--- src/rtl/tsnm_sqrt.sv ---
module tsnm_sqrt #(
	parameter int IN_W = 48,
	parameter int SB_W = 1
) (
	input  logic              clk,
	input  logic              arst_n,
	input  logic              en,
	input  logic              in_valid,
	input  logic [IN_W-1:0]   x,
	input  logic [SB_W-1:0]   in_sb,
	output logic              out_valid,
	output logic [IN_W/2-1:0] root,
	output logic [SB_W-1:0]   out_sb
);
	localparam int H    = IN_W / 2;
	localparam int RM_W = H + 2;

	logic            v_s  [H+1];
	logic [IN_W-1:0] x_s  [H+1];
	logic [RM_W-1:0] rm_s [H+1];
	logic [H-1:0]    rt_s [H+1];
	logic [SB_W-1:0] sb_s [H+1];

	// input register
	always_ff @(posedge clk or negedge arst_n) begin
		if (!arst_n) begin
			v_s[0] <= 1'b0;
		end else if (en) begin
			v_s[0] <= in_valid;
		end
	end

	always_ff @(posedge clk) begin
		if (en) begin
			x_s[0]  <= x;
			rm_s[0] <= '0;
			rt_s[0] <= '0;
			sb_s[0] <= in_sb;
		end
	end

	// one root bit per stage
	for (genvar i = 0; i < H; i++) begin : g_step
		logic [RM_W+1:0] cur;
		logic [RM_W+1:0] trial;
		logic            ge;

		assign cur   = {rm_s[i], x_s[i][IN_W-1 -: 2]};
		assign trial = (RM_W + 2)'({rt_s[i], 2'b01});
		assign ge    = (cur >= trial);

		always_ff @(posedge clk or negedge arst_n) begin
			if (!arst_n) begin
				v_s[i+1] <= 1'b0;
			end else if (en) begin
				v_s[i+1] <= v_s[i];
			end
		end

		always_ff @(posedge clk) begin
			if (en) begin
				x_s[i+1]  <= x_s[i] << 2;
				rm_s[i+1] <= ge ? RM_W'(cur - trial) : RM_W'(cur);
				rt_s[i+1] <= {rt_s[i][H-2:0], ge};
				sb_s[i+1] <= sb_s[i];
			end
		end
	end

	assign out_valid = v_s[H];
	assign root      = rt_s[H];
	assign out_sb    = sb_s[H];

endmodule

--- config.mk ---
export PLATFORM = sky130hd
export DESIGN_NAME = tsnm_sqrt
export DESIGN_NICKNAME = d
export VERILOG_FILES = /design/src/rtl/tsnm_sqrt.sv
export SDC_FILE = /design/constraint.sdc
export NUM_CORES = 2
export LEC_CHECK = 0
export BUFFER_PORTS_ARGS = -buffer_cell sky130_fd_sc_hd__buf_2
export CORE_ASPECT_RATIO = 0.8
export CORE_MARGIN = 4
export CORE_UTILIZATION = 35
export CTS_CLUSTER_DIAMETER = 30
export CTS_CLUSTER_SIZE = 14
export DETAILED_ROUTE_END_ITERATION = 6
export GPL_TIMING_DRIVEN = 0
export HOLD_SLACK_MARGIN = 0.03
export PLACE_DENSITY_LB_ADDON = 0.05
export SLEW_MARGIN = 30
export SYNTH_ARGS = -nofsm -noshare
export SYNTH_HDL_FRONTEND = slang
export SYNTH_SLANG_ARGS = --single-unit
--- constraint.sdc ---
create_clock -name clk -period 9 [get_ports clk]
set_clock_uncertainty 0.05 [all_clocks]
set_input_delay 0.45 -clock clk [delete_from_list [all_inputs] [get_ports clk]]
set_output_delay 0.45 -clock clk [all_outputs]
set_load 0.01 [all_outputs]
Yosys cells after proc, flatten, opt, wreduce, memory -nomap -nowiden --
Memories as Yosys holds them, arrays and structs flattened. Index checks and enable logic that the tools add are counted.
Operators by class: shifts and indexed selects 0, eq/ne operators 0, reductions and logical operators 0, order comparisons 24, bitwise logic cells 0, add/sub/neg operators 24, multipliers 0, divide/modulo/power cells 0, mux-type cells 26
Operators by type and width (number):
- $ge 28x26->1 | 24
- $mux 26 | 24
- $sub 26x26->26 | 24
- $mux 1 | 2
Word-level totals: bits in writable memories 2475, memories 4, flip-flop bits (word level) 25, output and inout bits 26, ROM bits 0, latch bits 0
Memories:
- x_s | depth 25, width 48, read ports 24, clocked after memory_dff 0, wr ports 25, RTL line 19 | logic [IN_W-1:0] x_s [H+1];
- rm_s | depth 25, width 26, read ports 24, clocked after memory_dff 0, wr ports 25, RTL line 20 | logic [RM_W-1:0] rm_s [H+1];
- rt_s | depth 25, width 24, read ports 25, clocked after memory_dff 0, wr ports 25, RTL line 21 | logic [H-1:0] rt_s [H+1];
- sb_s | depth 25, width 1, read ports 25, clocked after memory_dff 0, wr ports 25, RTL line 22 | logic [SB_W-1:0] sb_s [H+1];

Depth between registers and ports, before layout --
An unclocked memory read counts as a cell.
depth after elaboration 3, depth in mapped cells 13

Worst setup path after synthesis --
OpenSTA, ideal clock, no wires.
path kind reg2reg, start mem rm_s[2][78] (netlist bit), end mem rm_s[2][105] (netlist bit), data pin, setup slack 5.843 ns, clock period less this slack 3.157 ns, data arrival time 2.840 ns, path buffers 2, stages on the path, launching flop included 11, library setup time 0.267 ns, cells stage by stage edfxtp_1 -> ha_1 -> nor2b_1 -> o31a_1 -> o311a_1 -> o41ai_2 -> a211o_1 -> a31o_2 -> clkbuf_1 -> clkbuf_1 -> o21ai_0
RTL lines (RTL line):
- from (decl) | 20

==> metrics.txt <==
outcome finished clean; syn nets 5560; Placer Congestion 0.850; worst relative slew slack 0.362; pre-CTS WS 4520 ps; DR DRC count 0; R2R Path Start rm_s[2][130]; slowest stage delay, CP 760 ps; Root Buffer clkbuf_16; Reg2Reg Capture Point rm_s[2][175]; Peak Freq 0.210 GHz; #FFs+latches synth 1513; Worst Setup Path Type reg -> reg; unrepaired setup endpoints after global routing false; Initial Util 0.352; share of post-route cells with drive strength above 1 0.128; routed vias 41.6k; top cell type's share of synthesized area 0.648; synthesized area 0.0689 mm^2; Hold EP x_s[0][18]; Most used DFF post-synth edfxtp_1; Hold Path Class in -> reg; Core Box Area 0.196 mm^2; number of instances resized during post-cts repair 0; Die Y 405 um; Clock Pin Slew Worst Setup and Hold Paths 50 ps; Slew Viols, Final 0; synthesized area per cell 13.3 um^2; Yosys top cell by area edfxtp_1; vias per cell 4.87; Max Buffers Root-to-Sink 4; Worst Path Required 9510 ps; final setup violating endpoints 0; Seq/Total Area, Yosys 0.658; CTS Buf Count 359; fraction of registers with async set or reset after synthesis 0.0165; CTS tree built; Rows 145; Util after Layout 0.436; DP HPWL 103000 um; synth unique cells 90; crit share post-route 0.530; Fin. Hold Viols 0; Power Total 0.0250 W; pin count of the biggest net entering global routing 125; port bufs 78; top area cells in the synthesized netlist edfxtp_1 65%, ha_1 5.9%, xnor2_1 3.2%; CP Cell Sequence ha_1, nor2b_1, o31ai_1, a21oi_1, a21oi_1, a21oi_1, or3_1, clkbuf_1, buf_1, clkbuf_1, a21oi_1; Lkg Pwr 32.9 nW; WHS 195 ps; Final Worst Setup Slack 4230 ps; die area 0.204 mm^2; Yosys warnings 0; Die Span X 504 um; # Max-Cap Violations 0; worst hold path cell count 2; Syn Inst Count 5181; Setup TNS 0 ps; CTS H-tree depth 5; element type at the critical path end register; setup bufs post-CTS 0; area grow syn2layout 23.8%; First-pass DRT Iterations 6; post-layout min period 4770 ps; global-route wire length before repair 232000 um; crit path max fanout 10; CP most frequent cell a21oi_1; GRT overflow 0; min-delay src x[18]; routed wire length 147000 um; pwr dens 293 mW/mm^2; 1st-iter DRT viols 3190; io pins 79; Register-to-Register Path Depth 11; CP arrival 5280 ps; Final Net Count 6066; reg2reg setup slack 4230 ps; Clk Latency, worst-skew pair 890 ps; Worst Setup Start Kind register; Worst Tran Pin Value 957 ps; CTS sink cnt 1513; Antenna Nets Post-Route 0; slowest CP cell clkbuf_1; via count of the first global-routing pass 40.9k; routed len/inst 17.2 um; initial antenna violation count 4; VDD IR max 0.177 mV; CTS Hold Bufs 54; Post-synth EDFFs 1488; gr usage total 0.143
## flip-flops by register name, summed over array words and instances, names as in the netlist
register,cells
x_s,600
out_valid,1
v_s,24
rt_s,300
sb_s,25
rm_s,563
## area by class of cell
class | instances | area [um^2]
clock inverter | 225 | 2600
buffer | 83 | 340
sequential | 1513 | 45300
clock buffer | 414 | 9250
fill | 18000 | 110000
antenna | 4 | 10.0
multi-input combinational | 3170 | 21700
inverter | 415 | 1560
tap | 2572 | 3220
timing repair buffer | 145 | 1310
## stage by stage
stage | instances | cell area, um^2
detailed placement | 7844 | 72900
CTS | 8537 | 85300
global placement | 7831 | 72500
finish | 8541 | 85300
floorplan | 5181 | 68900
global route | 8539 | 85300
## where the power goes
group,internal [W],switching (W),total [W]
combinational,0.00133,0.00180,0.00313
sequential,0.00880,0.000483,0.00929
clock,0.00879,0.00381,0.0126
## placed cells by master (no fill, tap or decap), types with 29 or more instances in the layout
master / count
or4_1: 29
edfxtp_1: 1488
bufinv_16: 53
nor2_1: 338
and3_1: 29
clkbuf_16: 362
buf_2: 79
o31ai_1: 40
nor4_1: 64
nand2b_1: 48
nand3_1: 85
or2_2: 30
ha_1: 326
mux2_2: 66
a21o_1: 108
clkbuf_1: 123
clkinv_2: 48
clkinvlp_4: 37
nor3_1: 125
nand4_1: 53
o21ai_0: 217
dlygate4sd3_1: 53
or3_1: 59
nand2_1: 315
clkinv_1: 55
nor2b_1: 48
inv_1: 413
o21a_1: 71
xnor2_1: 250
a21oi_1: 333
xor2_1: 200
## worst max-delay path, delay by kind of cell, from the launching register on
kind | cells | cell delay [ps]
adder cells (fa/ha/maj) | 1 | 390
flip-flops | 1 | 400
buffers and inverters | 3 | 1920
AO/OA/AOI/OAI | 5 | 1310
AND/OR/NAND/NOR | 2 | 350
## cell families after synthesis
logic type               count (synthesis)  share of synthesized area
other                                    1                  0.0000544
AO/OA/AOI/OAI                          992                     0.0897
XOR/XNOR                               451                     0.0574
flip-flops                            1513                      0.658
adder cells (fa/ha/maj)                326                     0.0592
AND/OR/NAND/NOR                       1324                     0.0963
multiplexers                            76                     0.0123
buffers and inverters                  498                     0.0275
## cells in the mapped netlist, drive strengths merged (6+ instances only)
master / number
a211o: 15
a211oi: 25
a21boi: 13
a21o: 108
a21oi: 334
a31o: 10
a31oi: 26
and2: 18
and3: 29
buf: 12
clkbuf: 71
dfrtp: 25
edfxtp: 1488
ha: 326
inv: 415
mux2: 67
mux2i: 9
nand2: 315
nand2b: 48
nand3: 85
nand3b: 15
nand4: 53
nand4b: 16
nor2: 339
nor2b: 48
nor3: 128
nor3b: 18
nor4: 64
nor4b: 8
o211ai: 28
o21a: 71
o21ai: 221
o21bai: 16
o22ai: 8
o311ai: 6
o31a: 7
o31ai: 41
o41ai: 12
or2: 30
or3: 61
or4: 31
xnor2: 251
xor2: 200
## per-layer routing
| metal | up-vias | routed length [um] | global-route usage |
|---|---|---|---|
| met4 | 0 | 3900 | 0.0495 |
| met2 | 1034 | 57200 | 0.189 |
| met5 | - | 0 | 0 |
| met1 | 19800 | 75400 | 0.220 |
| met3 | 308 | 10100 | 0.0381 |
| li1 | 20400 | - | - |
## worst max-delay path by stage
stage                       from           end  slack (ps)  depth (start not counted)
global placement              en  rm_s[1][179]      -17240                          1
floorplan            rm_s[2][78]  rm_s[2][105]        5840                         10
detailed placement  rm_s[2][130]  rm_s[2][174]        4520                         11
finish              rm_s[2][130]  rm_s[2][175]        4230                         11
global route         rm_s[2][78]  rm_s[2][118]        4090                         11
CTS                 rm_s[2][130]  rm_s[2][174]        4470                         11
Note: power is estimated with default switching activity, not from simulation.
