**src/rtl/tsnm_div.sv**
```systemverilog
module tsnm_div #(
	parameter int V_W  = 24,
	parameter int D_W  = 24,
	parameter int FRAC = 14,
	parameter int SB_W = 1
) (
	input  logic                  clk,
	input  logic                  arst_n,
	input  logic                  en,
	input  logic                  in_valid,
	input  logic [2:0][V_W-1:0]   num,
	input  logic [D_W-1:0]        den,
	input  logic [SB_W-1:0]       in_sb,
	output logic                  out_valid,
	output logic [2:0][FRAC+1:0]  quo,
	output logic [SB_W-1:0]       out_sb
);
	localparam int QB  = FRAC + 1;
	localparam int N_W = V_W + FRAC + 1;
	localparam int R_W = D_W + 1;

	logic                v_s  [QB+1];
	logic [2:0][R_W-1:0] rm_s [QB+1];
	logic [2:0][QB-1:0]  lo_s [QB+1];
	logic [2:0][QB-1:0]  q_s  [QB+1];
	logic [2:0]          sg_s [QB+1];
	logic [D_W-1:0]      dn_s [QB+1];
	logic [SB_W-1:0]     sb_s [QB+1];

	logic [2:0][V_W-1:0] mag;
	logic [2:0][N_W-1:0] nn;

	// magnitude scaled by 2^FRAC, plus half the divisor
	always_comb begin
		for (int k = 0; k < 3; k++) begin
			mag[k] = num[k][V_W-1] ? V_W'(-num[k]) : num[k];
			nn[k]  = (N_W'(mag[k]) << FRAC) + N_W'(den >> 1);
		end
	end

	always_ff @(posedge clk or negedge arst_n) begin
		if (!arst_n) begin
			v_s[0] <= 1'b0;
		end else if (en) begin
			v_s[0] <= in_valid;
		end
	end

	always_ff @(posedge clk) begin
		if (en) begin
			for (int k = 0; k < 3; k++) begin
				rm_s[0][k] <= R_W'(nn[k] >> QB);
				lo_s[0][k] <= nn[k][QB-1:0];
				q_s[0][k]  <= '0;
				sg_s[0][k] <= num[k][V_W-1];
			end
			dn_s[0] <= den;
			sb_s[0] <= in_sb;
		end
	end

	// restoring division, one quotient bit per stage
	for (genvar i = 0; i < QB; i++) begin : g_step
		logic [2:0][R_W-1:0] trial;
		logic [2:0]          ge;

		always_comb begin
			for (int k = 0; k < 3; k++) begin
				trial[k] = {rm_s[i][k][R_W-2:0], lo_s[i][k][QB-1]};
				ge[k]    = (trial[k] >= {1'b0, dn_s[i]});
			end
		end

		always_ff @(posedge clk or negedge arst_n) begin
			if (!arst_n) begin
				v_s[i+1] <= 1'b0;
			end else if (en) begin
				v_s[i+1] <= v_s[i];
			end
		end

		always_ff @(posedge clk) begin
			if (en) begin
				for (int k = 0; k < 3; k++) begin
					rm_s[i+1][k] <= ge[k] ? R_W'(trial[k] - {1'b0, dn_s[i]}) : trial[k];
					lo_s[i+1][k] <= lo_s[i][k] << 1;
					q_s[i+1][k]  <= {q_s[i][k][QB-2:0], ge[k]};
				end
				sg_s[i+1] <= sg_s[i];
				dn_s[i+1] <= dn_s[i];
				sb_s[i+1] <= sb_s[i];
			end
		end
	end

	// restore sign
	always_comb begin
		for (int k = 0; k < 3; k++) begin
			quo[k] = sg_s[QB][k] ? (FRAC + 2)'(-(FRAC + 2)'(q_s[QB][k]))
			                     : (FRAC + 2)'(q_s[QB][k]);
		end
	end

	assign out_valid = v_s[QB];
	assign out_sb    = sb_s[QB];

endmodule
```
**config.mk**
```make
export PLATFORM = sky130hd
export DESIGN_NAME = tsnm_div
export DESIGN_NICKNAME = d
export VERILOG_FILES = /design/src/rtl/tsnm_div.sv
export SDC_FILE = /design/constraint.sdc
export NUM_CORES = 2
export LEC_CHECK = 0
export BUFFER_PORTS_ARGS = -buffer_cell sky130_fd_sc_hd__buf_2
export CORE_MARGIN = 2
export CORE_UTILIZATION = 35
export CTS_CLUSTER_DIAMETER = 40
export DETAILED_ROUTE_END_ITERATION = 8
export PLACE_DENSITY_LB_ADDON = 0.1
export SETUP_SLACK_MARGIN = 0.15
export SLEW_MARGIN = 20
export SYNTH_ARGS = -nofsm -noshare
export SYNTH_HDL_FRONTEND = slang
export SYNTH_SLANG_ARGS = --single-unit
```
**constraint.sdc**
```tcl
create_clock -name clk -period 3.48 [get_ports clk]
set_input_delay 0.348 -clock clk [delete_from_list [all_inputs] [get_ports clk]]
set_output_delay 0.348 -clock clk [all_outputs]
set_load 0.01 [all_outputs]
```
* Yosys cells after proc, flatten, opt, wreduce, memory -nomap -nowiden *
Memories as Yosys holds them, arrays and structs flattened.
Cells that the tools add are included.
Widths: inputs -> output; s select.

storage, ports and cells
  register bits = 16
  latch bits = 0
  bits in writable memories = 3,088
  bits in read-only memories = 0
  input bits = 101
  output and inout port bits = 50
  logic and storage cells = 174
  memories kept = 6

memories
  memory  depth  width  read ports  clocked after Yosys merged registers in  write ports  line  RTL
  rm_s    16     75     15          0                                        16           23    logic [2:0][R_W-1:0] rm_s [QB+1];
  lo_s    16     45     15          0                                        16           24    logic [2:0][QB-1:0] lo_s [QB+1];
  q_s     16     45     16          0                                        16           25    logic [2:0][QB-1:0] q_s [QB+1];
  dn_s    16     24     15          0                                        16           27    logic [D_W-1:0] dn_s [QB+1];
  sg_s    16     3      16          0                                        16           26    logic [2:0] sg_s [QB+1];
  sb_s    16     1      16          0                                        16           28    logic [SB_W-1:0] sb_s [QB+1];

operators by class
  add/subtract/negate cells = 54
  multiply operators = 0
  div/mod/pow operators = 0
  $lt $le $gt $ge = 45
  equality and inequality tests = 0
  shift operators = 0
  multiplexer cells = 53
  bitwise operators = 0
  reductions and logical operators = 0

operator list
  kind            count
  $ge 25x24->1    45
  $mux 25         45
  $sub 25x24->25  45
  $add 38x23->39  3
  $mux 24         3
  $neg 24->24     3
  $mux 16         3
  $neg 15->16     3
  $mux 1          2

* Longest topological paths before layout *
  depth after elaboration = 3
  gate-level depth with buffers = 15
  depth with buffers taken out = 14

* Least setup slack after synthesis *
No wires, ideal clock.

  path type = input to register
  from = input port num[71] (netlist bit)
  to = memory rm_s[0][64] (netlist bit) (data pin)
  setup time = 258 ps
  arrival time = 3,461 ps
  required time = 3,222 ps
  setup slack = -238 ps
  stages = 15
  buffers on the path = 3
  cell sequence = clkbuf_1 -> clkbuf_1 -> clkbuf_1 -> nand2_1 -> o21ai_0 -> ha_1 -> a21o_1 -> a21oi_1 -> o21bai_1 -> a2111oi_0 -> o41ai_1 -> and2_0 -> a221oi_1 -> a21oi_1 -> xnor2_1

RTL lines
  what             line  RTL
  start, declared  11    input logic [2:0][V_W-1:0] num,
  end, declared    23

==> flow_results.org <==
** Outcome
- The flow ran to the end, but the final reports show violations.
- The final reports fail on antenna violations.

** Timing
- Adding up every negative setup slack in the final design gives 0 ps.
- The clock arrives with 58.0 ps of skew.
- Setup repair after global routing missed its margin :: yes
- The worst pin sits at a relative slew slack of 40.2%.
- Once routing completed, OpenROAD measured the worst setup slack at 23.0 ps.
- Of the available clock period, the critical path in the final layout requires 99.3%.
- Slew Viols, Final :: 0
- Transition time of the tightest slew-check pin :: 897 ps
- Achievable Freq :: 289 MHz
- The number of hold violations in the final report is 0.
- Hold Worst Slack :: 84.6 ps
- Final count of negative-setup-slack endpoints :: 0
- The worst path needs 3460 ps of the cycle, external delays included.

** Detailed routing
- Initial DRC Count :: 7,770
- Across all layers, the routed design uses 100,000 vias.
- Final antenna-violating net count :: 1
- Routed signal wires occupy layers up through met5.
- Dividing the detail-routed via count by the number of cells gives 5.39.
- The first TritonRoute pass finished after 7 iterations.
- After detailed routing, the met2 layer carries 213 mm of wire.
- Met3 wirelength from detailed routing :: 21.8 mm
- The routed design has 443 mm of wire.
- After detailed routing, the number of remaining DRC violations is 0.
- Detail-routed net length per standard cell :: 23.8 um
- Met1 Wirelength :: 195 mm

** Synthesis
- Yosys printed 0 warnings.
- Area share of and/or/nand/nor cells after synthesis :: 11.2%
- The mapped netlist covers 124,000 um^2.
- Number of enable-type register cells in the synthesized netlist :: 1,867
- Synthesis produced a netlist whose cell count is 11,500.
- Parity-gate share of the synthesized area counting xor and xnor cells :: 6.23%
- Fraction of synthesized area in multiplexers :: 6.23%
- Post-Synth Adder-Cell Area :: 11.7%
- Share of synthesized area occupied by flip-flops and latches :: 45.5%
- In this run, synthesis produced a sequential element count of 1,883.
- The netlist uses 113 different library cells.
- For this run, asynchronously set or reset flops after synthesis account for 0.850%.
- Top FF cell, synth :: sky130_fd_sc_hd__edfxtp_1
- Combinational family with the most area after synthesis :: compound AO/OA/AOI/OAI gates
- Averaged over all synthesized cells, the footprint is 10.8 um^2.
- Share of the synthesized area in compound gates (AO/OA/AOI/OAI) :: 16.1%

** Global route
- The first global-routing pass estimated 626 mm of wire.
- Gr ovfl total :: 0
- Initial antenna violation count :: 16
- The via count of the first global-routing pass came to 96,800.
- Pin count of the biggest net entering global routing :: 148
- Global-route usage over all layers :: 23.3%

** Run
- The tool flagged a number of max-cap violations equal to 0.

** Final layout
- The top cell types in the final layout, fill and taps aside, are 1,867 x sky130_fd_sc_hd__edfxtp_1, 1,442 x sky130_fd_sc_hd__buf_4, 931 x sky130_fd_sc_hd__ha_1, 736 x sky130_fd_sc_hd__nor2_1, 733 x sky130_fd_sc_hd__a21oi_1.
- Relative to the synthesized area, the layout overhead comes to 33.0%.
- Fraction of layout instances using a drive strength above 1 :: 29.7%
- Once layout is complete, the cells apart from fillers number 18,600.
- Leaving out fill and tap cells, the most frequent cell in the layout is sky130_fd_sc_hd__edfxtp_1.
- For this run, the post-layout net count is 14,800.

** Power
- The share of total power dissipated in sequential elements is 25.0%.
- The internal power of the cells totals 108 mW.
- Overall power :: 177 mW
- For this design the static power due to leakage is 67.5 nW.
- Gate power share :: 54.8%
- In this run, the clock network consumes 20.2% of the power.
- Of the total power, the share spent switching nets is 39.0%.
- Maximum vdd ir drop :: 0.543 mV
- In this run the power density over the cells is 1070 nW/um^2.
- Summed over all nets, the switching power comes to 68.9 mW.

** Hold path
- Hold WC Path Type :: in -> reg

** Floorplanning
- The floorplan step defined a core boundary enclosing 353,000 um^2.
- 151 I/O pins were placed.
- In this run the core area contains 218 standard-cell rows.
- Y dimension of the die :: 600 um
- Once the floorplan was initialized, standard cells occupied 35.2% of the core.
- Area enclosed by the die boundary :: 360,000 um^2
- Measured along the x axis, the die boundary spans 600 um.

** Clocking
- Clock-pin slew was measured on the worst setup and hold paths at 50 ps.
- Clock buffer count from CTS :: 356
- Buffers from clock root to sink, at most :: 4
- CTS saw 1,883 sinks.
- CTS tree :: yes
- H-tree levels :: 5
- Buffer cell driving the clock tree root :: sky130_fd_sc_hd__clkbuf_16
- Later-pin clock latency in the skew report :: 940 ps

** Place
- Cell count after placement :: 17,400
- Prior to clock tree synthesis, the placed netlist has a worst setup slack of -381 ps.
- Summed over all nets, the half-perimeter wirelength after detailed placement is 340 mm.
- I/O Buffers :: 150
- Final weighted congestion of routability-driven global placement :: 0.919

** Worst setup path
- CP Launch Type :: flip-flop
- Arr. time, crit path :: 4150 ps
- Type of the worst setup path :: reg -> reg
- CP required :: 4180 ps
- Biggest fanout along the worst timing path :: 5
- The worst setup path is captured at a flip-flop.
worst max-delay path, cell delays in order (launching register included):
cell and delay [ps]:
sky130_fd_sc_hd__edfxtp_1 460, sky130_fd_sc_hd__inv_1 200, sky130_fd_sc_hd__ha_1 390, sky130_fd_sc_hd__nand4_1 270, sky130_fd_sc_hd__nor3_1 140, sky130_fd_sc_hd__a211oi_1 550
sky130_fd_sc_hd__o21ai_0 380, sky130_fd_sc_hd__nand2_4 280, sky130_fd_sc_hd__buf_12 170, sky130_fd_sc_hd__mux2_2 370
power groups by stage:
stage | combinational [mW] | clock, mW | sequential (mW)
floorplan | 52.9 | 0 | 39.2
global placement | 78.4 | 0 | 44.5
detailed placement | 79.2 | 0 | 44.4
CTS | 85.1 | 36.5 | 44.1
global route | 105 | 37.5 | 44.7
finish | 96.9 | 35.7 | 44.1
synth_stat cells (48+ instances only):
library cell	count	share of area [%]
sky130_fd_sc_hd__xor2_1	284	2.0
sky130_fd_sc_hd__ha_1	1088	11
sky130_fd_sc_hd__o21bai_1	113	0.68
sky130_fd_sc_hd__or3_1	83	0.42
sky130_fd_sc_hd__xnor2_1	599	4.2
sky130_fd_sc_hd__a21oi_1	824	3.3
sky130_fd_sc_hd__o211ai_1	58	0.35
sky130_fd_sc_hd__o21ai_0	642	2.6
sky130_fd_sc_hd__nor4_1	52	0.26
sky130_fd_sc_hd__mux2i_1	74	0.60
sky130_fd_sc_hd__inv_1	735	2.2
sky130_fd_sc_hd__clkbuf_1	126	0.38
sky130_fd_sc_hd__nand2b_1	139	0.70
sky130_fd_sc_hd__o31ai_1	103	0.62
sky130_fd_sc_hd__a21o_1	395	2.4
sky130_fd_sc_hd__or2_2	54	0.27
sky130_fd_sc_hd__mux2_2	572	5.2
sky130_fd_sc_hd__nand3_1	184	0.74
sky130_fd_sc_hd__nor2_1	767	2.3
sky130_fd_sc_hd__nor3_1	236	0.95
sky130_fd_sc_hd__nor2b_1	172	0.87
sky130_fd_sc_hd__edfxtp_1	1867	45
sky130_fd_sc_hd__mux2_1	49	0.44
sky130_fd_sc_hd__and2_1	48	0.24
sky130_fd_sc_hd__nand2_1	710	2.1
sky130_fd_sc_hd__a21boi_0	51	0.31
sky130_fd_sc_hd__buf_2	62	0.25
sky130_fd_sc_hd__and3_1	75	0.38
sky130_fd_sc_hd__a211oi_1	97	0.59
sky130_fd_sc_hd__o21a_1	195	1.2
sky130_fd_sc_hd__nand4_1	171	0.86
sky130_fd_sc_hd__a31oi_1	108	0.54
sequential cells by signal (all words and copies together), names as in the netlist:
register	cells
dn_s	360
lo_s	3
out_valid	1
q_s	360
rm_s	1080
sb_s	16
sg_s	48
v_s	15
routing by layer:
metal / track usage (%) / vias to the layer above
li1: - / 47600
met1: 31.0 / 49300
met2: 39.8 / 2737
met3: 2.91 / 643
met4: 5.89 / 2
met5: 0 / -
timing repair:
action | CTS | global route
buffers inserted | 165 | 239
hold endpoints to repair | 184 | 0
hold buffers | 88 | 0
gates cloned | 17 | 49
gates resized for setup | 523 | 1150
pin swaps | 135 | 319
endpoints found under the setup margin | 830 | 881
path summary, 6_finish.rpt:
| path | startpoint | to | slack (ps) | cells after the start |
|---|---|---|---|---|
| worst max-delay path | dn_s[3][23] | rm_s[6][89] | 20 | 9 |
| worst min-delay path | num[1] | rm_s[0][0] | 80 | 4 |
| worst max register to register | dn_s[3][23] | rm_s[6][89] | 20 | 9 |
| worst min register to register | sb_s[7] | sb_s[8] | 400 | 0 |
| max in group asynchronous | arst_n | out_valid | 2510 | 3 |
| min in group asynchronous | arst_n | v_s[8] | 520 | 3 |
stage by stage:
step           area (um^2)  utilization [%]
6_report            165000             46.8
4_1_cts             157000             44.6
3_3_place_gp        140000             39.7
3_5_place_dp        140000             39.7
2_1_floorplan       124000                -
5_1_grt             165000             46.8
cells by family after synthesis:
family / count (synthesis)
multiplexers: 695
XOR/XNOR: 883
other: 1
AND/OR/NAND/NOR: 2842
buffers and inverters: 964
adder cells (fa/ha/maj): 1133
flip-flops: 1883
AO/OA/AOI/OAI: 3070
cell type report:
type | count | area [um^2]
multi-input cells | 8626 | 70300
well taps | 4730 | 5920
repair buffers | 1959 | 17300
inverters | 736 | 2820
clock buffers | 386 | 9090
flip-flops and latches | 1883 | 56500
fillers | 32400 | 188000
clock inverters | 273 | 3290
diodes | 13 | 32.5
(Power assumes the default switching activity.)
